==> config.mk <==
export PLATFORM = sky130hd
export DESIGN_NAME = wcapf_queue
export DESIGN_NICKNAME = d
export VERILOG_FILES = /design/src/rtl/wcapf_pkg.sv /design/src/rtl/wcapf_queue.sv
export SDC_FILE = /design/constraint.sdc
export NUM_CORES = 1
export LEC_CHECK = 0
export BUFFER_PORTS_ARGS = -buffer_cell sky130_fd_sc_hd__buf_2
export CAP_MARGIN = 20
export CELL_PAD_IN_SITES_DETAIL_PLACEMENT = 1
export CELL_PAD_IN_SITES_GLOBAL_PLACEMENT = 1
export CORE_ASPECT_RATIO = 1.75
export CORE_UTILIZATION = 54
export DETAILED_ROUTE_END_ITERATION = 6
export PLACE_DENSITY_LB_ADDON = 0.1
export SETUP_SLACK_MARGIN = 0.5
export SLEW_MARGIN = 40
export SYNTH_ARGS = -nofsm -noshare
export SYNTH_HDL_FRONTEND = slang
export SYNTH_SLANG_ARGS = --single-unit
==> constraint.sdc <==
create_clock -name i_clk -period 10.7 [get_ports i_clk]
set_clock_uncertainty 0.05 [all_clocks]
set_input_delay 1.605 -clock i_clk [delete_from_list [all_inputs] [get_ports i_clk]]
set_output_delay 1.605 -clock i_clk [all_outputs]
set_load 0.05 [all_outputs]
==> src/rtl/wcapf_pkg.sv <==
`timescale 1ns / 1ps
// Shared constants and types for the WCA pair force block.
// No dependencies; every other file of the block imports this package.
package wcapf_pkg;

    // Fixed-point formats
    localparam int POS_FRAC_BITS = 24;
    localparam int POS_W         = 32;
    localparam int BOX_W         = 32;
    localparam int OUT_W         = 32;
    localparam int WRAP_W        = POS_W + 2;
    localparam int SQ_W          = 2 * POS_W;

    // r2 is Q.2P; the squared cutoff 2^(1/3) is held in Q2.30 and lifted to Q.2P
    localparam int R2_SHIFT             = 2 * POS_FRAC_BITS - 30;
    localparam int R30_W                = 31;
    localparam logic [SQ_W-1:0] CUT2_R2 = SQ_W'(64'd1352829926) << R2_SHIFT;
    localparam logic [R30_W-1:0] SMALL_R30 = R30_W'(32'd16777216);

    // Reciprocal s = 2^62 / r30 by long division, one quotient bit per stage
    localparam int DIV_STEPS             = 38;
    localparam int REM_W                 = 32;
    localparam logic [REM_W-1:0] DIV_REM0 = REM_W'(32'd16777216);
    localparam int S_W                   = DIV_STEPS + 1;
    localparam logic [S_W-1:0] S_CLAMP   = S_W'(1) << DIV_STEPS;

    // Multiplier operand and product widths
    localparam int MUL_W  = 64;
    localparam int PROD_W = 2 * MUL_W;
    localparam int UM_W   = 52;

    // Queue between front and back
    localparam int QDEPTH = 4;
    localparam int QPTR_W = 2;
    localparam int QCNT_W = 3;

    // Configuration register indexes
    localparam int CFG_IDX_W = 2;
    typedef enum logic [CFG_IDX_W-1:0] {
        CFG_BOX_X = 2'd0,
        CFG_BOX_Y = 2'd1,
        CFG_BOX_Z = 2'd2
    } t_cfg_idx;
    localparam logic [BOX_W-1:0] BOX_RESET = 32'd167772160;

    // Classified pair as handed from the front to the back
    typedef struct packed {
        logic [2:0][POS_W-1:0] mag;
        logic [2:0]            wneg;
        logic                  cut;
        logic                  tiny;
        logic [R30_W-1:0]      r30;
    } t_qent;

    // Per-pair data carried down the back pipeline
    typedef struct packed {
        logic [2:0][POS_W-1:0] mag;
        logic [2:0]            wneg;
        logic                  cut;
        logic                  tiny;
        logic                  uneg;
        logic [OUT_W-1:0]      energy;
        logic                  eclip;
    } t_pl;

endpackage

==> src/rtl/wcapf_queue.sv <==
`timescale 1ns / 1ps
// Short FIFO between front and back so that each side stalls on its own.
// Depends on wcapf_pkg.
module wcapf_queue import wcapf_pkg::*; (
    input  logic  i_clk,
    input  logic  i_rst_n,
    input  logic  i_push,
    input  t_qent i_qent,
    output logic  o_full,
    output logic  o_valid,
    output t_qent o_qent,
    input  logic  i_pop
);
    t_qent              r_mem [QDEPTH];
    logic [QPTR_W-1:0]  r_wp, r_rp;
    logic [QCNT_W-1:0]  r_cnt;

    always_ff @(posedge i_clk) begin
        if (i_push) begin
            r_mem[r_wp] <= i_qent;
        end
    end

    // pointers and fill count
    always_ff @(posedge i_clk) begin
        if (!i_rst_n) begin
            r_wp  <= '0;
            r_rp  <= '0;
            r_cnt <= '0;
        end else begin
            if (i_push) r_wp <= r_wp + 1'b1;
            if (i_pop)  r_rp <= r_rp + 1'b1;
            case ({i_push, i_pop})
                2'b10:   r_cnt <= r_cnt + 1'b1;
                2'b01:   r_cnt <= r_cnt - 1'b1;
                default: r_cnt <= r_cnt;
            endcase
        end
    end

    assign o_full  = r_cnt == QCNT_W'(QDEPTH);
    assign o_valid = r_cnt != '0;
    assign o_qent  = r_mem[r_rp];

    a_no_overflow: assert property (@(posedge i_clk) disable iff (!i_rst_n)
        i_push |-> !o_full) else $error("queue push while full");
    a_no_underflow: assert property (@(posedge i_clk) disable iff (!i_rst_n)
        i_pop |-> o_valid) else $error("queue pop while empty");
    a_ptr_count: assert property (@(posedge i_clk) disable iff (!i_rst_n)
        QPTR_W'(r_wp - r_rp) == r_cnt[QPTR_W-1:0])
        else $error("queue pointers disagree with fill count");
endmodule

==> impl_metrics.env <==
export IMPL_status="finished, final reports clean"
export IMPL_cts_resized=0
export IMPL_final_layout_size_suffix_gt1_frac=0.4590
export IMPL_netlist_area_mm2=0.01949
export IMPL_setup_tns_ps=0
export IMPL_num_io_pins=270
export IMPL_hold_viol=0
export IMPL_ant_nets=0
export IMPL_final_setup_viol_count=0
export IMPL_slew_headroom=0.4644
export IMPL_crit_slowest_cell="buf_4"
export IMPL_critPathMaxStageDelay_ps=660
export IMPL_grt_usage=0.2212
export IMPL_tightest_slew_ps=803.4
export IMPL_dieArea_mm2=0.03688
export IMPL_fmax_ghz=0.2044
export IMPL_whs_ps=469.3
export IMPL_layout_commonest_cell="edfxtp_1"
export IMPL_die_w_um=145.6
export IMPL_avgSynthCellArea_um2=26.48
export IMPL_final_min_clock_period_ps=4892
export IMPL_seq_area_frac_synth=0.8229
export IMPL_gr_total_overflow=0
export IMPL_critical_path_required_ps=9050
export IMPL_synthCells=736
export IMPL_path_clk_slew_ps=60
export IMPL_cp_max_fo=44
export IMPL_antenna_found_initial=7
export IMPL_drt_total_wl_um=39920
export IMPL_criticalPathCategory="register to primary output"
export IMPL_synth_warnings=0
export IMPL_crit_family="buffers and inverters"
export IMPL_cts_hold_buf=0
export IMPL_ir_drop_uv=173.3
export IMPL_cts_max_path_buffers=3
export IMPL_fp_dieH_um=253.3
export IMPL_h_tree_depth=2
export IMPL_p_leak_uw=0.007682
export IMPL_maxCapViolations=0
export IMPL_drcViolationCount=0
export IMPL_yosysTopAreaCellShare=0.8137
export IMPL_layout_common_cells="edfxtp_1, buf_2, mux4_2, clkbuf_16, clkinv_2"
export IMPL_initial_core_util=0.5503
export IMPL_root_buffer="clkbuf_16"
export IMPL_ys_seq_elements=537
export IMPL_critPathBufInv=3
export IMPL_viasPerCell=5.618
export IMPL_nNetsFinal=1178
export IMPL_cts_made_buffers=46
export IMPL_worst_ep_arrival_time_ps=3240
export IMPL_drtIter0Drc=546
export IMPL_core_area_mm2=0.03541
export IMPL_cp_end_kind="primary output"
export IMPL_insertion_delay_ps=560
export IMPL_hold_class="register to register"
export IMPL_dp_hpwl_um=24980
export IMPL_syn_num_nets=878
export IMPL_final_max_slew_violation_count=0
export IMPL_finalCritPeriodShare=0.4572
export IMPL_grt_pass1_wl_um=59170
export IMPL_drtPass1Iterations=4
export IMPL_synth_largest_area_cell="edfxtp_1"
export IMPL_tritoncts="yes"
export IMPL_vias=8663
export IMPL_wl_per_cell_um=25.89
export IMPL_post_cts_setup_buffers=0
export IMPL_cp_start_kind="register"
export IMPL_row_count=91
export IMPL_grt_pass1_vias=9632
export IMPL_pwr_density_cell_mw_per_mm2=209.9
export IMPL_cts_sinks=537
export IMPL_port_buffers=269
export IMPL_synthTopCellsByArea="edfxtp_1, mux4_2, dfxtp_1"
export IMPL_place_gp_congestion=0.7341
export IMPL_area_growth_pct=17.56
export IMPL_yosys_cell_types_count=19
export IMPL_crit_chain="buf_6 -> buf_4 -> mux4_2 -> buf_2"
export IMPL_grt_max_degree=70
export IMPL_final_util=0.6469
export IMPL_rsz0062_at_grt="no"
-- synthesized netlist by cell type, drive strengths merged --
cell    count
and3        1
or3         2
nor2b       1
dfxtp       9
xnor2       2
buf        25
and2       10
clkbuf      5
nand2       2
fa          1
inv         6
a21boi      1
edfxtp    528
ha          5
o21ai       2
mux4      132
xor2        3
mux2i       1
-- report_power, final --
part	leakage [uW]	internal, uW	switching (uW)	total (uW)
Sequential	0.00493	2420	33.0	2450
Clock	0.000764	979	711	1690
Combinational	0.00199	193	476	669
Total	0.00768	3590	1220	4810
-- flip-flops by register name (all words and copies together) (netlist names), named ones only --
register,count
r_mem,528
r_wp,2
r_cnt,3
r_rp,2
-- area by class of cell --
cell class / instances / area, um^2
diodes: 5 / 12.51
clock buffers: 55 / 1249
clock inverters: 29 / 296.5
fillers: 2887 / 12500
inverters: 6 / 22.52
multi-input cells: 163 / 3232
flip-flops and latches: 537 / 16040
well taps: 465 / 581.8
repair buffers: 282 / 1470
-- stage by stage --
step,setup slack [ps],cells,area [um^2],total power (uW)
floorplan,5517,736,19490,2995
global placement,6061,1453,21320,3160
detailed placement,6297,1453,21350,3174
CTS,5656,1537,22890,4866
global route,5559,1539,22900,4946
finish,5808,1542,22910,4808
-- worst min-delay path: stages, from the launching register on --
cell	delay [ps]
dfxtp_1	320
o21ai_0	70
a21boi_0	80
-- final timing paths --
kind	cells after the start	endpoint	from	slack (ps)
setup reg to reg	5	r_mem[0][71]	r_wp[0]	7640
setup / recovery	4	o_qent[80]	register	5810
hold reg to reg	2	r_cnt[2]	r_cnt[2]	470
hold / removal	2	r_cnt[2]	r_cnt[2]	470
-- logic make-up (layout without fill, tap and decap cells) --
kind of cell / count (synthesis) / after routing / synth area share
AO/OA/AOI/OAI: 3 / 3 / 0.0008991
XOR/XNOR: 5 / 5 / 0.002248
adder cells (fa/ha/maj): 6 / 6 / 0.004238
buffers and inverters: 36 / 372 / 0.01175
flip-flops: 537 / 537 / 0.8229
multiplexers: 133 / 133 / 0.1531
other: 0 / 5 / 0
AND/OR/NAND/NOR: 16 / 16 / 0.004880
-- per-layer routing --
metal	up-vias	global-route usage	wire [um]
met5	-	0	53
met4	8	0.06436	938
met3	62	0.05405	2492
met2	272	0.4044	21850
met1	4550	0.2581	14590
li1	3771	-	-
(Power assumes the default switching activity.)
